File: config.mk
export PLATFORM = sky130hd
export DESIGN_NAME = haptic_pattern_sequencer_unit
export DESIGN_NICKNAME = d
export VERILOG_FILES = /design/src/design/hps_pkg.sv /design/src/design/hps_step_table.sv /design/src/design/hps_play_engine.sv /design/src/design/haptic_pattern_sequencer_unit.sv
export SDC_FILE = /design/constraint.sdc
export NUM_CORES = 1
export LEC_CHECK = 0
export BUFFER_PORTS_ARGS = -buffer_cell sky130_fd_sc_hd__buf_2
export CORE_MARGIN = 4
export CORE_UTILIZATION = 45
export CTS_BUF_LIST = sky130_fd_sc_hd__clkbuf_4 sky130_fd_sc_hd__clkbuf_8
export DETAILED_ROUTE_END_ITERATION = 6
export PLACE_DENSITY_LB_ADDON = 0.15
export SYNTH_ARGS = -nofsm -noshare
export SYNTH_HDL_FRONTEND = slang
export SYNTH_SLANG_ARGS = --single-unit
export TNS_END_PERCENT = 10
File: constraint.sdc
create_clock -name clk -period 10.9 [get_ports clk]
set_input_delay 0.545 -clock clk [delete_from_list [all_inputs] [get_ports clk]]
set_output_delay 0.545 -clock clk [all_outputs]
set_load 0.05 [all_outputs]
File: src/design/hps_pkg.sv
`timescale 1ns / 1ps

package hps_pkg;

    // Default table depth
    localparam int MAX_STEPS_DEF = 16;

    // Item function codes
    localparam logic [1:0] FUNC_TICK  = 2'd0;
    localparam logic [1:0] FUNC_WRITE = 2'd1;
    localparam logic [1:0] FUNC_START = 2'd2;
    localparam logic [1:0] FUNC_STOP  = 2'd3;

    // Configuration register indexes
    localparam logic [1:0] CFG_GAIN        = 2'd0;
    localparam logic [1:0] CFG_ACTIVE_HIGH = 2'd1;
    localparam logic [1:0] CFG_ENABLED     = 2'd2;

    // Configuration reset values
    localparam logic [7:0] GAIN_RESET = 8'd255;

    // Idle drive levels
    localparam logic [7:0] DUTY_IDLE_HIGH = 8'd0;
    localparam logic [7:0] DUTY_IDLE_LOW  = 8'd255;

    // One step table entry
    typedef struct packed {
        logic [15:0] dur;
        logic [7:0]  lvl;
    } hps_entry_t;

    // Result of one item
    typedef struct packed {
        logic [7:0] duty;
        logic       playing;
        logic       accepted;
    } hps_result_t;

    // Drive duty: (level*gain+127)/255, inverted for active low, idle when stopped.
    // x/255 for x < 65535 is (x + (x >> 8) + 1) >> 8.
    function automatic logic [7:0] drive_duty(
        input logic [7:0] level,
        input logic [7:0] gain,
        input logic       active_high,
        input logic       playing
    );
        logic [15:0] prod;
        logic [16:0] x;
        logic [16:0] q;
        logic [7:0]  scaled;
        prod   = 16'(level * gain);
        x      = 17'(prod) + 17'd127;
        q      = (x + (x >> 8) + 17'd1) >> 8;
        scaled = q[7:0];
        if (!playing)
        begin
            drive_duty = active_high ? DUTY_IDLE_HIGH : DUTY_IDLE_LOW;
        end
        else
        begin
            drive_duty = active_high ? scaled : (8'd255 - scaled);
        end
    endfunction

endpackage

File: src/design/hps_step_table.sv
`timescale 1ns / 1ps

module hps_step_table #(
    parameter int MAX_STEPS = hps_pkg::MAX_STEPS_DEF
) (
    input  logic                                         clk,
    input  logic                                         rst_n,
    input  logic                                         wr_en,
    input  logic [((MAX_STEPS > 1) ? $clog2(MAX_STEPS) : 1)-1:0] wr_addr,
    input  hps_pkg::hps_entry_t                          wr_entry,
    input  logic [((MAX_STEPS > 1) ? $clog2(MAX_STEPS) : 1)-1:0] rd_addr,
    output logic [MAX_STEPS-1:0]                         entry_valid,
    output hps_pkg::hps_entry_t                          entry0,
    output hps_pkg::hps_entry_t                          prefetch
);

    localparam int POS_W = (MAX_STEPS > 1) ? $clog2(MAX_STEPS) : 1;

    hps_pkg::hps_entry_t   mem [MAX_STEPS];
    hps_pkg::hps_entry_t   entry0_reg;
    hps_pkg::hps_entry_t   prefetch_reg;
    logic [MAX_STEPS-1:0]  valid_reg;
    logic [POS_W-1:0]      zero_addr;

    assign zero_addr = '0;

    // Table memory: one write port, one registered read port for the next step
    always_ff @(posedge clk)
    begin
        if (wr_en)
        begin
            mem[wr_addr] <= wr_entry;
        end
        prefetch_reg <= mem[rd_addr];
    end

    // Copy of entry 0, so a start can play the first step at once
    always_ff @(posedge clk)
    begin
        if (wr_en && (wr_addr == zero_addr))
        begin
            entry0_reg <= wr_entry;
        end
    end

    // Written flags
    always_ff @(posedge clk or negedge rst_n)
    begin
        if (!rst_n)
        begin
            valid_reg <= '0;
        end
        else if (wr_en)
        begin
            valid_reg[wr_addr] <= 1'b1;
        end
    end

    assign entry_valid = valid_reg;
    assign entry0      = entry0_reg;
    assign prefetch    = prefetch_reg;

endmodule

File: src/design/hps_play_engine.sv
`timescale 1ns / 1ps

module hps_play_engine #(
    parameter int MAX_STEPS = hps_pkg::MAX_STEPS_DEF
) (
    input  logic                                         clk,
    input  logic                                         rst_n,
    input  logic                                         go,
    input  logic [1:0]                                   func,
    input  logic [3:0]                                   step_index,
    input  logic [15:0]                                  step_duration_ms,
    input  logic [4:0]                                   step_count,
    input  logic [15:0]                                  repeat_count,
    input  logic [7:0]                                   gain,
    input  logic                                         active_high,
    input  logic                                         enabled,
    input  logic                                         cfg_halt,
    input  logic [MAX_STEPS-1:0]                         entry_valid,
    input  hps_pkg::hps_entry_t                          entry0,
    input  hps_pkg::hps_entry_t                          prefetch,
    output logic                                         wr_en,
    output logic [((MAX_STEPS > 1) ? $clog2(MAX_STEPS) : 1)-1:0] rd_addr,
    output hps_pkg::hps_result_t                         res
);

    localparam int POS_W = (MAX_STEPS > 1) ? $clog2(MAX_STEPS) : 1;
    localparam int CNT_W = $clog2(MAX_STEPS + 1);

    logic              playing_reg, playing_next;
    logic [CNT_W-1:0]  active_reg, active_next;
    logic [15:0]       repeats_reg, repeats_next;
    logic [POS_W-1:0]  pos_reg, pos_next;
    logic [15:0]       ms_reg, ms_next;
    logic [7:0]        level_reg, level_next;
    logic [15:0]       cur_dur_reg, cur_dur_next;

    logic [15:0]       ms_inc;
    logic [CNT_W-1:0]  pos_inc;
    logic [CNT_W-1:0]  nxt_inc;
    logic [MAX_STEPS-1:0] need;
    logic [31:0]       count_ext;
    logic              write_ok;
    logic              start_ok;
    logic              ok;

    // Write and start checks: a start needs every used entry to have been written
    always_comb
    begin
        count_ext = 32'(step_count);
        for (int i = 0; i < MAX_STEPS; i++)
        begin
            need[i] = (i < int'(step_count));
        end
        write_ok = !playing_reg && (step_duration_ms != 16'd0)
                   && (32'(step_index) < MAX_STEPS);
        start_ok = enabled && (step_count != 5'd0) && (count_ext <= MAX_STEPS)
                   && (repeat_count != 16'd0) && (&(entry_valid | ~need));
    end

    // Next playback state
    always_comb
    begin
        playing_next = playing_reg;
        active_next  = active_reg;
        repeats_next = repeats_reg;
        pos_next     = pos_reg;
        ms_next      = ms_reg;
        level_next   = level_reg;
        cur_dur_next = cur_dur_reg;
        ok           = 1'b1;
        wr_en        = 1'b0;
        ms_inc       = ms_reg + 16'd1;
        pos_inc      = CNT_W'(pos_reg) + CNT_W'(1);

        if (go)
        begin
            case (func)
                hps_pkg::FUNC_TICK:
                begin
                    if (playing_reg)
                    begin
                        if (ms_inc < cur_dur_reg)
                        begin
                            ms_next = ms_inc;
                        end
                        else
                        begin
                            ms_next = 16'd0;
                            if (pos_inc >= active_reg)
                            begin
                                // pattern wraps; last repeat ends playback
                                pos_next     = '0;
                                repeats_next = repeats_reg - 16'd1;
                                if (repeats_reg == 16'd1)
                                begin
                                    playing_next = 1'b0;
                                    level_next   = 8'd0;
                                end
                                else
                                begin
                                    level_next   = prefetch.lvl;
                                    cur_dur_next = prefetch.dur;
                                end
                            end
                            else
                            begin
                                pos_next     = pos_inc[POS_W-1:0];
                                level_next   = prefetch.lvl;
                                cur_dur_next = prefetch.dur;
                            end
                        end
                    end
                end
                hps_pkg::FUNC_WRITE:
                begin
                    ok    = write_ok;
                    wr_en = write_ok;
                end
                hps_pkg::FUNC_START:
                begin
                    ok = start_ok;
                    if (start_ok)
                    begin
                        active_next  = count_ext[CNT_W-1:0];
                        repeats_next = repeat_count;
                        pos_next     = '0;
                        ms_next      = 16'd0;
                        playing_next = 1'b1;
                        level_next   = entry0.lvl;
                        cur_dur_next = entry0.dur;
                    end
                end
                default:
                begin
                    // stop
                    playing_next = 1'b0;
                    level_next   = 8'd0;
                    ms_next      = 16'd0;
                    pos_next     = '0;
                    repeats_next = 16'd0;
                end
            endcase
        end

        // Disabling the block ends playback
        if (cfg_halt)
        begin
            playing_next = 1'b0;
            level_next   = 8'd0;
            ms_next      = 16'd0;
            pos_next     = '0;
            repeats_next = 16'd0;
        end

        // Fetch address of the step after the one now playing
        nxt_inc = CNT_W'(pos_next) + CNT_W'(1);
        rd_addr = (nxt_inc >= active_next) ? '0 : nxt_inc[POS_W-1:0];

        res.duty     = hps_pkg::drive_duty(level_next, gain, active_high, playing_next);
        res.playing  = playing_next;
        res.accepted = ok;
    end

    // Playback state registers
    always_ff @(posedge clk or negedge rst_n)
    begin
        if (!rst_n)
        begin
            playing_reg <= 1'b0;
            active_reg  <= '0;
            repeats_reg <= 16'd0;
            pos_reg     <= '0;
            ms_reg      <= 16'd0;
            level_reg   <= 8'd0;
            cur_dur_reg <= 16'd0;
        end
        else
        begin
            playing_reg <= playing_next;
            active_reg  <= active_next;
            repeats_reg <= repeats_next;
            pos_reg     <= pos_next;
            ms_reg      <= ms_next;
            level_reg   <= level_next;
            cur_dur_reg <= cur_dur_next;
        end
    end

endmodule

File: src/design/haptic_pattern_sequencer_unit.sv
`timescale 1ns / 1ps

// Haptic pattern sequencer: takes one item per clock (tick, step write, start, stop)
// and returns one result per item (PWM duty, playing flag, accepted flag). An accepted
// item sits in the input register and is executed once the output register is empty
// or being drained. Its result is then loaded into the output register, which raises
// out_valid until the result is taken.
// While the output register holds a result that is not taken, the item waits in the
// input register and in_ready stays low. The sustained rate is one item per cycle
// while out_ready is high.
// The playback state is updated once per item; the step table is a
// memory with one registered read port that always prefetches the step after the
// current one, plus a register copy of entry 0 used when a start begins playing.
// The user must write configuration only while no item is in flight; not enforced here.
module haptic_pattern_sequencer_unit #(
    parameter int MAX_STEPS = hps_pkg::MAX_STEPS_DEF
) (
    input  logic        clk,
    input  logic        rst_n,
    input  logic        cfg_wr_en,
    input  logic [1:0]  cfg_index,
    input  logic [7:0]  cfg_wr_data,
    input  logic        in_valid,
    output logic        in_ready,
    input  logic [1:0]  func,
    input  logic [3:0]  step_index,
    input  logic [15:0] step_duration_ms,
    input  logic [7:0]  step_level,
    input  logic [4:0]  step_count,
    input  logic [15:0] repeat_count,
    output logic        out_valid,
    input  logic        out_ready,
    output logic [7:0]  pwm_duty,
    output logic        playing,
    output logic        accepted
);

    localparam int POS_W = (MAX_STEPS > 1) ? $clog2(MAX_STEPS) : 1;

    // Configuration registers
    logic [7:0] gain_reg;
    logic       active_high_reg;
    logic       enabled_reg;
    logic       cfg_halt;

    // Input register
    logic        in_vld_reg;
    logic [1:0]  func_reg;
    logic [3:0]  step_index_reg;
    logic [15:0] step_dur_reg;
    logic [7:0]  step_level_reg;
    logic [4:0]  step_count_reg;
    logic [15:0] repeat_count_reg;

    // Output register
    logic                 out_vld_reg;
    hps_pkg::hps_result_t res_reg;

    logic                 go;
    logic                 wr_en;
    logic [POS_W-1:0]     wr_addr;
    logic [POS_W-1:0]     rd_addr;
    logic [31:0]          index_ext;
    logic [MAX_STEPS-1:0] entry_valid;
    hps_pkg::hps_entry_t  wr_entry;
    hps_pkg::hps_entry_t  entry0;
    hps_pkg::hps_entry_t  prefetch;
    hps_pkg::hps_result_t res;

    // Configuration writes
    always_ff @(posedge clk or negedge rst_n)
    begin
        if (!rst_n)
        begin
            gain_reg        <= hps_pkg::GAIN_RESET;
            active_high_reg <= 1'b1;
            enabled_reg     <= 1'b1;
        end
        else if (cfg_wr_en)
        begin
            case (cfg_index)
                hps_pkg::CFG_GAIN:        gain_reg        <= cfg_wr_data;
                hps_pkg::CFG_ACTIVE_HIGH: active_high_reg <= cfg_wr_data[0];
                hps_pkg::CFG_ENABLED:     enabled_reg     <= cfg_wr_data[0];
                default:                  ;
            endcase
        end
    end

    assign cfg_halt = cfg_wr_en && (cfg_index == hps_pkg::CFG_ENABLED) && !cfg_wr_data[0];

    // Handshake: execute when the output register is free or being drained
    assign go       = in_vld_reg && (!out_vld_reg || out_ready);
    assign in_ready = !in_vld_reg || go;

    // Input register
    always_ff @(posedge clk or negedge rst_n)
    begin
        if (!rst_n)
        begin
            in_vld_reg <= 1'b0;
        end
        else if (in_ready)
        begin
            in_vld_reg <= in_valid;
        end
    end

    always_ff @(posedge clk)
    begin
        if (in_valid && in_ready)
        begin
            func_reg         <= func;
            step_index_reg   <= step_index;
            step_dur_reg     <= step_duration_ms;
            step_level_reg   <= step_level;
            step_count_reg   <= step_count;
            repeat_count_reg <= repeat_count;
        end
    end

    // Step table write data
    assign index_ext    = 32'(step_index_reg);
    assign wr_addr      = index_ext[POS_W-1:0];
    assign wr_entry.dur = step_dur_reg;
    assign wr_entry.lvl = step_level_reg;

    hps_step_table #(
        .MAX_STEPS (MAX_STEPS)
    ) u_table (
        .clk         (clk),
        .rst_n       (rst_n),
        .wr_en       (wr_en),
        .wr_addr     (wr_addr),
        .wr_entry    (wr_entry),
        .rd_addr     (rd_addr),
        .entry_valid (entry_valid),
        .entry0      (entry0),
        .prefetch    (prefetch)
    );

    hps_play_engine #(
        .MAX_STEPS (MAX_STEPS)
    ) u_engine (
        .clk              (clk),
        .rst_n            (rst_n),
        .go               (go),
        .func             (func_reg),
        .step_index       (step_index_reg),
        .step_duration_ms (step_dur_reg),
        .step_count       (step_count_reg),
        .repeat_count     (repeat_count_reg),
        .gain             (gain_reg),
        .active_high      (active_high_reg),
        .enabled          (enabled_reg),
        .cfg_halt         (cfg_halt),
        .entry_valid      (entry_valid),
        .entry0           (entry0),
        .prefetch         (prefetch),
        .wr_en            (wr_en),
        .rd_addr          (rd_addr),
        .res              (res)
    );

    // Output register
    always_ff @(posedge clk or negedge rst_n)
    begin
        if (!rst_n)
        begin
            out_vld_reg <= 1'b0;
        end
        else if (go)
        begin
            out_vld_reg <= 1'b1;
        end
        else if (out_ready)
        begin
            out_vld_reg <= 1'b0;
        end
    end

    always_ff @(posedge clk)
    begin
        if (go)
        begin
            res_reg <= res;
        end
    end

    assign out_valid = out_vld_reg;
    assign pwm_duty  = res_reg.duty;
    assign playing   = res_reg.playing;
    assign accepted  = res_reg.accepted;

    // A stopped motor always shows one of the two idle levels
    assert property (@(posedge clk) disable iff (!rst_n)
        out_valid && !playing |-> (pwm_duty == 8'd0) || (pwm_duty == 8'd255))
        else $error("idle duty is not an idle level");

    // An accepted start shows up as playing in its result
    assert property (@(posedge clk) disable iff (!rst_n)
        go && (func_reg == hps_pkg::FUNC_START) && res.accepted |=> out_valid && playing)
        else $error("accepted start did not begin playback");

    // A step write with zero duration is refused
    assert property (@(posedge clk) disable iff (!rst_n)
        go && (func_reg == hps_pkg::FUNC_WRITE) && (step_dur_reg == 16'd0) |-> !wr_en)
        else $error("zero-duration step write reached the table");

endmodule

# After elaboration in Yosys (flattened, before gate mapping)
# Memories as Yosys holds them, arrays and structs flattened. A register that Yosys moved wholly into a read port is not among the register bits.
# Index checks and enable logic that the tools add are counted.
# word_totals
out_inout_bits	12
word_cells	164
mem_bits_rw	384
register_bits	179
mem_count	1
# op_classes
n_bitwise	3
n_addsub	8
n_lt_le_gt_ge	22
n_eq_ne	14
reduce_logical	33
multipliers	1
muxes	58
# memory_table
name	depth	width	rd	rd_ports_with_merged_regs	wr	line_no	text
u_table.mem	16	24	1	1	1	hps_step_table.sv:19	hps_pkg::hps_entry_t mem [MAX_STEPS];
# ops
operator	count
2-to-1 mux 16 bit	16
case mux 16 bit (3 select lines)	2
2-to-1 mux 8 bit	10
less-than comparator 4 x 5 -> 1 bit (first input constant)	8
adder 16 x 1 -> 16 bit (second input constant)	2
OR 16 bit	2
case mux 16 bit (2 select lines)	1
nonzero test 16 bit	2
2-to-1 mux 4 bit	7
case mux 8 bit (3 select lines)	1
less-than comparator 3 x 5 -> 1 bit (first input constant)	4
adder 16 x 7 -> 17 bit (second input constant)	1
adder 16 x 9 -> 16 bit	1
== test 16 x 1 -> 1 bit (second input constant)	1
less-than comparator 16 bit	1
multiplier 8 x 8 -> 16 bit	1
NOT 16 bit	1
AND reduction 16 bit	1
subtractor 16 x 1 -> 16 bit (second input constant)	1
2-to-1 mux 5 bit	3
2-to-1 mux 1 bit	14
case mux 4 bit (3 select lines)	1
AND reduction 6 bit	2
logical AND 1 bit	11
other kinds (25)	45

# Depth between registers and ports, before layout
# Gate-level depths: netlist of the first run.
# logic_depth
word_depth	16
mapped_depth	42
ltp_nobuf	41

# By module
# From an unflattened synthesis of the first run, not the netlist that was laid out.
# hier_totals
cells_unflattened	1712
hier_area_um2	25683.4
# by_module_without_submodules
module	seq_area_each_um2	instances	cells_per_inst	area_each_um2
hps_step_table	12411.9	1	673	15461.1
hps_play_engine	1651.6	1	946	7888.8
haptic_pattern_sequencer_unit	2144.6	1	93	2333.5

# Worst setup path after synthesis of the first run
# Ideal clock, no wire load.
# synth_path
path_kind	reg2reg
startpoint	register u_engine.ms_reg[2]
endpoint	register res_reg, in the netlist pwm_duty[2], data pin
t_required_ns	10.642
path_slack_ns	1.471
synth_period_minus_slack_ns	9.429
path_stages_with_launch	43
setup_time_ns	0.258
t_arrival_ns	9.171
path_cell_list	dfrtp_1 > and3_1 > and3_1 > and3_1 > clkbuf_1 > and4_1 > and3_1 > xor2_1 > ha_1 > nand4_2 > nor4_2 > nand2_1 > a41oi_1 > and2_1 > o21ai_1 > nand2_1 > o21ai_1 > and2_1 > [... 7 more ...] > inv_1 > ha_1 > o21ai_0 > nor3_1 > a21oi_1 > a211oi_1 > a21o_1 > a21oi_1 > xnor2_1 > ha_1 > inv_1 > a2111oi_1 > nand3_1 > nor4_1 > a211oi_1 > or3_1 > a211oi_1 > nor2_1
# synth_lines
item	line_no	text
from (decl)	hps_play_engine.sv:33	logic [15:0] ms_reg, ms_next;
from (signal assigned)	hps_play_engine.sv:183	ms_reg <= ms_next;
to (signal assigned)	haptic_pattern_sequencer_unit.sv:186	res_reg <= res;
to (decl)	haptic_pattern_sequencer_unit.sv:57	hps_pkg::hps_result_t res_reg;

==> reports/qor.yml, run 1 <==
floorplanning:
  die_area_um2: 63080
  ios: 78
  num_rows: 88
  core_area_um2: 58140
  start_util_pct: 45.77
  die_w_um: 251.2
  die_y_um: 251.2
synth:
  netlist_top_cells_area: "edfxtp_1 50%, dfrtp_1 7.9%, ha_1 3.7%"
  syn_inst: 2151
  async_flop_share_pct: 16.70
  ys_types: 94
  synth.cell_area_um2: 26610
  yosys.area.top_type: "edfxtp_1"
  synth_edf_count: 445
  synth-xor-area-share_pct: 1.293
  synth_mux_area_share_pct: 1.731
  synth_nets: 2337
  synth_adder_area_share_pct: 6.828
  avgSynthCellArea_um2: 12.37
  synthSimpleGateAreaFrac_pct: 11.90
  synth-compound-area-share_pct: 13.75
  synth_top_family_by_area: "compound AO/OA/AOI/OAI gates"
  synth_top_area_share_pct: 50.22
  synthFlopType: "edfxtp_1"
  ys_seq_elements: 563
  ys_warn_count: 0
  ys_seq_area_share_pct: 60.92
sta:
  min_period_ps: 10120
  slew_headroom_pct: 21.87
  achievable-frequency_mhz: 98.77
  finClkSkew_ps: 40.56
  tightest_slew_ps: 1169
  rsz0062_at_grt: "no"
  fin_crit_sh_pct: 92.89
  setup_violations: 0
  hold_viol: 0
  drv_slew: 0
  fin_tns_setup_ps: 0
clocking:
  clk_path_buf_depth: 3
  clk_latency_ps: 710
  clock-sinks: 563
  cts_inserted_buffers: 94
  cts_tree: "yes"
  clockRootBuffer: "clkbuf_8"
  htree_levels: 3
  clk_pin_slew_worst_paths_ps: 60
detailed_routing:
  dr.first_iter.drc_count: 1379
  viasPerCell: 5.741
  drt-wirelength-per-cell_um: 22.38
  routed_wl_mm: 70.25
  remaining_drc_errors: 0
  antenna_left: 0
  via_count: 18020
  firstDrtPassIters: 6
worst_setup_path:
  critPathSlowestCell: "fa_1"
  worstSetupPathType: "flip-flop to flip-flop"
  cp.required_ps: 11330
  arrival_ps: 10560
  cpPeakStageDelay_ps: 540
  start_kind: "flip-flop"
  r2r_cells: 40
  worstPathMaxFanout: 9
  crit_top_cell: "inv_1"
  cp-end-kind: "flip-flop"
pwr:
  cellPowerDensity_nw_per_um2: 155.4
  peakVddDrop_mv: 0.1102
  total_power_w: 0.004719
  power_leakage_nw: 11.67
grt:
  grt-ovfl-total: 0
  track_usage_pct: 22.04
  grt_pass1_vias: 18340
  grt_max_degree: 83
  grt_pass1_wl_mm: 109.0
  antenna_found_initial: 0
placed_design:
  hpwl_mm: 41.33
  routabilityCongestion: 0.8808
  portBuffers: 77
flow_run:
  cap_violations: 0
layout:
  nets: 2481
  drive_gt1_share_pct: 16.26
  diodes: 0
  nFillCells: 5079
  largest_register_ffs: 361
  synthToLayoutAreaGrowth_pct: 14.16
outcome:
  status: "complete, no violations"
hold_path:
  min_path_type: "input pin to flip-flop"
  holdPathStages: 1
synthesized netlist by cell type, drive strengths merged (31+ instances only):
master	instances
edfxtp	445
nand2	247
nor2	154
inv	121
o21ai	100
dfrtp	84
ha	78
clkbuf	72
a31oi	71
a21oi	64
and2	53
nand3	50
o2111a	44
buf	42
fa	42
a32oi	31
worst paths after layout:
kind / startpoint / end / slack [ps]
worst max-delay path: u_engine.ms_reg[0]$_DFFE_PN0P_ / pwm_duty[1]$_DFFE_PP_ / 780
min in group asynchronous: rst_n / out_valid$_DFFE_PN0P_ / 380
worst min register to register: u_table.entry_valid[10]$_DFFE_PN0P_ / u_table.entry_valid[10]$_DFFE_PN0P_ / 480
worst min-delay path: step_duration_ms[15] / step_dur_reg[15]$_DFFE_PP_ / 60
max in group asynchronous: rst_n / u_engine.level_reg[2]$_DFF_PN0_ / 9330
worst max register to register: u_engine.ms_reg[0]$_DFFE_PN0P_ / pwm_duty[1]$_DFFE_PP_ / 780
worst max-delay path, delay by kind of cell (launching register included):
kind / cells / cell delay, ps
fa+ha+maj: 8 / 3240
simple gates: 15 / 3200
buf+inv: 6 / 530
xor+xnor: 2 / 530
compound gates: 9 / 1970
flops: 1 / 420
stage by stage:
stage | setup slack, ps | util, % | cell area, µm² | hold WS [ps] | cells
after floorplan | 1471 | - | 26610 | 249.4 | 2151
after global placement | 622.2 | 48.01 | 27910 | 458.4 | 2916
after detailed placement | 175.7 | 48.01 | 27910 | 462.2 | 2916
after CTS | 120.5 | 52.14 | 30310 | 5.777 | 3139
after global routing | 69.42 | 52.25 | 30380 | 19.52 | 3139
final | 775.5 | 52.25 | 30380 | 62.89 | 3139
layer usage:
metal	GRT usage (%)	up-vias	wire (µm)	share of wire, %
met3	3.145	124	3360	4.8
met5	0	-	0	0
met4	6.610	0	1679	2.4
met2	37.77	500	34880	50
li1	-	8374	-	-
met1	29.40	9024	30330	43
what timing repair did:
| action | CTS | global route |
|---|---|---|
| gates resized for setup | 0 | 13 |
| setup endpoints to repair | 0 | 8 |
| buffers inserted | 0 | 0 |
| hold buffers | 48 | 0 |
| hold endpoints to repair | 84 | 0 |
cells by family after synthesis:
group,count (synthesis)
DFF,563
muxes,43
xor gates and xnor gates,36
adders and majority gates,120
buffers and inverters,237
AOI/OAI and AO/OA,491
and+or+nand+nor,661
placed cells by master (no fill, tap or decap), types with 28 or more instances in the layout:
cell type      synthesis  layout
buf_4                  0      37
o21ai_0               86      86
nand3_1               50      48
clkbuf_8               0      96
a21oi_1               62      61
mux2i_1               28      28
nor2_1               151     139
fa_1                  42      42
dlygate4sd3_1          0      48
a31oi_1               71      71
o2111a_1              44      44
clkbuf_4               0      37
edfxtp_1             445     445
nand2_1              247     247
and2_1                51      49
a32oi_1               31      31
ha_1                  78      77
buf_2                 32      76
inv_1                119     119
dfrtp_1               84      84
area by class of cell:
class / count / area (µm²) / area share [%]
clock buffer: 133 / 1599 / 5.264
clock inverter: 42 / 324.1 / 1.067
inverter: 123 / 461.7 / 1.520
multi-input combinational: 1351 / 9667 / 31.82
sequential: 563 / 16210 / 53.36
tap: 765 / 957.2 / 3.151
timing repair buffer: 162 / 1159 / 3.814
power breakdown:
part | switching (W) | internal, W | leakage (nW)
Clock | 0.000877 | 0.00103 | 1.02
Combinational | 0.000173 | 0.000115 | 5.23
Sequential | 0.000105 | 0.00242 | 5.42
Total | 0.00116 | 0.00356 | 11.7
Note: power is estimated with default switching activity, not from simulation.
==> inputs of run 2 (changes only) <==
BUFFER_PORTS_ARGS = -buffer_cell sky130_fd_sc_hd__buf_4   (was -buffer_cell sky130_fd_sc_hd__buf_2)
REMOVE_ABC_BUFFERS = 1   (was unset)
==> run 2 against run 1 <==
Net effect: critical endpoint unchanged; critical path type unchanged; sequential power about the same; largest power group unchanged; first-iteration DRC count up 14%; clock skew decreased by 7.2 ps; clock power is 4% higher; wire length increased by 1.2%; sequential share of layout area down 0.45 points; critical path depth is 2 lower; flip-flop and latch count unchanged; power up 1.8%.
==> reports/qor.yml, run 2 (synthesis results as in run 1) <==
detailed_routing:
  via_count: 18200
  firstDrtPassIters: 7
  dr.first_iter.drc_count: 1568
  viasPerCell: 5.785
  remaining_drc_errors: 0
  antenna_left: 0
  routed_wl_mm: 71.12
  drt-wirelength-per-cell_um: 22.61
floorplanning:
  ios: 78
  start_util_pct: 45.77
  die_w_um: 251.2
  num_rows: 88
  die_y_um: 251.2
  die_area_um2: 63080
  core_area_um2: 58140
grt:
  grt-ovfl-total: 0
  grt_max_degree: 71
  track_usage_pct: 22.21
  grt_pass1_wl_mm: 109.3
  antenna_found_initial: 1
  grt_pass1_vias: 18470
sta:
  tightest_slew_ps: 1056
  drv_slew: 0
  achievable-frequency_mhz: 97.93
  fin_crit_sh_pct: 93.68
  setup_violations: 0
  min_period_ps: 10210
  fin_tns_setup_ps: 0
  rsz0062_at_grt: "no"
  finClkSkew_ps: 33.33
  slew_headroom_pct: 29.21
  hold_viol: 0
  fin_ws_ps: 688.5
layout:
  final_common_cell: "edfxtp_1"
  seq_area_um2: 16210
  multi_input_area_um2: 9619
  nets: 2486
  mostFrequentLayoutCells: "445 x edfxtp_1, 247 x nand2_1, 139 x nor2_1"
  largest_register_ffs: 361
  synthToLayoutAreaGrowth_pct: 15.13
  nFillCells: 4939
  drive_gt1_share_pct: 16.89
placed_design:
  hpwl_mm: 41.60
  portBuffers: 77
  routabilityCongestion: 0.8742
  pre_cts_slack_ps: 354.7
worst_setup_path:
  ff2ff_setup_slack_ps: 690
  worstSetupPathType: "flip-flop to flip-flop"
  cp.required_ps: 11310
  r2r_cells: 38
  arrival_ps: 10620
  rr_endpoint: "pwm_duty[1]$_DFFE_PP_"
  worstPathMaxFanout: 9
  reg2reg_from: "u_engine.ms_reg[2]$_DFFE_PN0P_"
  cp-end-kind: "flip-flop"
  critPathSlowestCell: "fa_1"
  start_kind: "flip-flop"
  cpPeakStageDelay_ps: 540
hold_path:
  min_to: "step_count_reg[0]$_DFFE_PP_"
  holdPathStages: 1
  hold_start: "step_count[0]"
  min_path_type: "input pin to flip-flop"
clocking:
  cts_inserted_buffers: 95
  clockRootBuffer: "clkbuf_8"
  clock-sinks: 563
  htree_levels: 3
  clk_path_buf_depth: 3
  postCtsSetupRepairBufs: 0
  cts_tree: "yes"
  clk_pin_slew_worst_paths_ps: 60
  clk_latency_ps: 700
outcome:
  status: "complete, no violations"
pwr:
  power_leakage_nw: 11.79
  cellPowerDensity_nw_per_um2: 156.8
  peakVddDrop_mv: 0.1208
flow_run:
  cap_violations: 0
[run 2: cell count changes in the layout (fill, tap and decap cells not counted), sizes merged]
cell         delta
buf             +6
bufinv          +1
clkbuf          +8
clkinv          -8
clkinvlp        +4
diode           +1
dlygate4sd3     -2
inv             -3
[run 2: worst max path at each step]
| stage | slack (ps) | cells past startpoint | start | end |
|---|---|---|---|---|
| global route | 50 | 38 | u_engine.ms_reg[2]$_DFFE_PN0P_ | pwm_duty[1]$_DFFE_PP_ |
| floorplan | 820 | 30 | u_engine.ms_reg[2]$_DFFE_PN0P_ | u_table.prefetch[23]$_DFF_P_ |
| detailed placement | 350 | 40 | u_engine.ms_reg[0]$_DFFE_PN0P_ | pwm_duty[1]$_DFFE_PP_ |
| CTS | 310 | 39 | u_engine.ms_reg[2]$_DFFE_PN0P_ | pwm_duty[1]$_DFFE_PP_ |
| finish | 690 | 38 | u_engine.ms_reg[2]$_DFFE_PN0P_ | pwm_duty[1]$_DFFE_PP_ |
| global placement | 620 | 40 | u_engine.ms_reg[2]$_DFFE_PN0P_ | pwm_duty[1]$_DFFE_PP_ |
[run 2: layer usage]
layer  global-route usage (%)  part of all wire, %
met3                    3.621                  5.1
met2                    37.90                   49
met4                    7.149                  2.8
met5                        0                    0
met1                    29.27                   43
[run 2: report_power, final]
part	total (W)	internal (W)	switching [W]
clock network	0.00198	0.00111	0.000875
registers	0.00252	0.00242	0.000103
logic	0.000300	0.000123	0.000177
total	0.00480	0.00365	0.00115
[run 2: timing repair]
item / in CTS / in global routing
setup endpoints to repair: 0 / 8
gates resized for setup: 0 / 11
endpoints found under the hold margin: 63 / 0
hold buffers: 46 / 0
[run 2: area by class of cell]
cell class,instances,area share (%)
Clock inverter,36,1.025
Timing Repair Buffer,166,4.444
Inverter,123,1.507
Multi-Input combinational cell,1351,31.40
Sequential cell,563,52.91
Antenna cell,1,0.008169
Clock buffer,141,5.579
Tap cell,765,3.125
[run 2: worst max-delay path, delay by kind of cell (launching register included)]
kind,cells,cell delay [ps]
and+or+nand+nor,14,3250
AOI/OAI and AO/OA,11,2270
DFF,1,430
xor gates and xnor gates,2,620
adders and majority gates,7,3050
buffers and inverters,4,300
[run 2: per-stage QoR]
stage	hold WS, ps	area, µm²	power [W]	cells	utilization [%]
global route	2.707	30630	0.004998	3146	52.69
global placement	453.3	28100	0.002833	2922	48.33
CTS	2.142	30580	0.004849	3145	52.60
detailed placement	455.3	28100	0.002845	2922	48.33
finish	49.86	30630	0.004803	3146	52.69
floorplan	249.4	26120	0.002711	2037	-
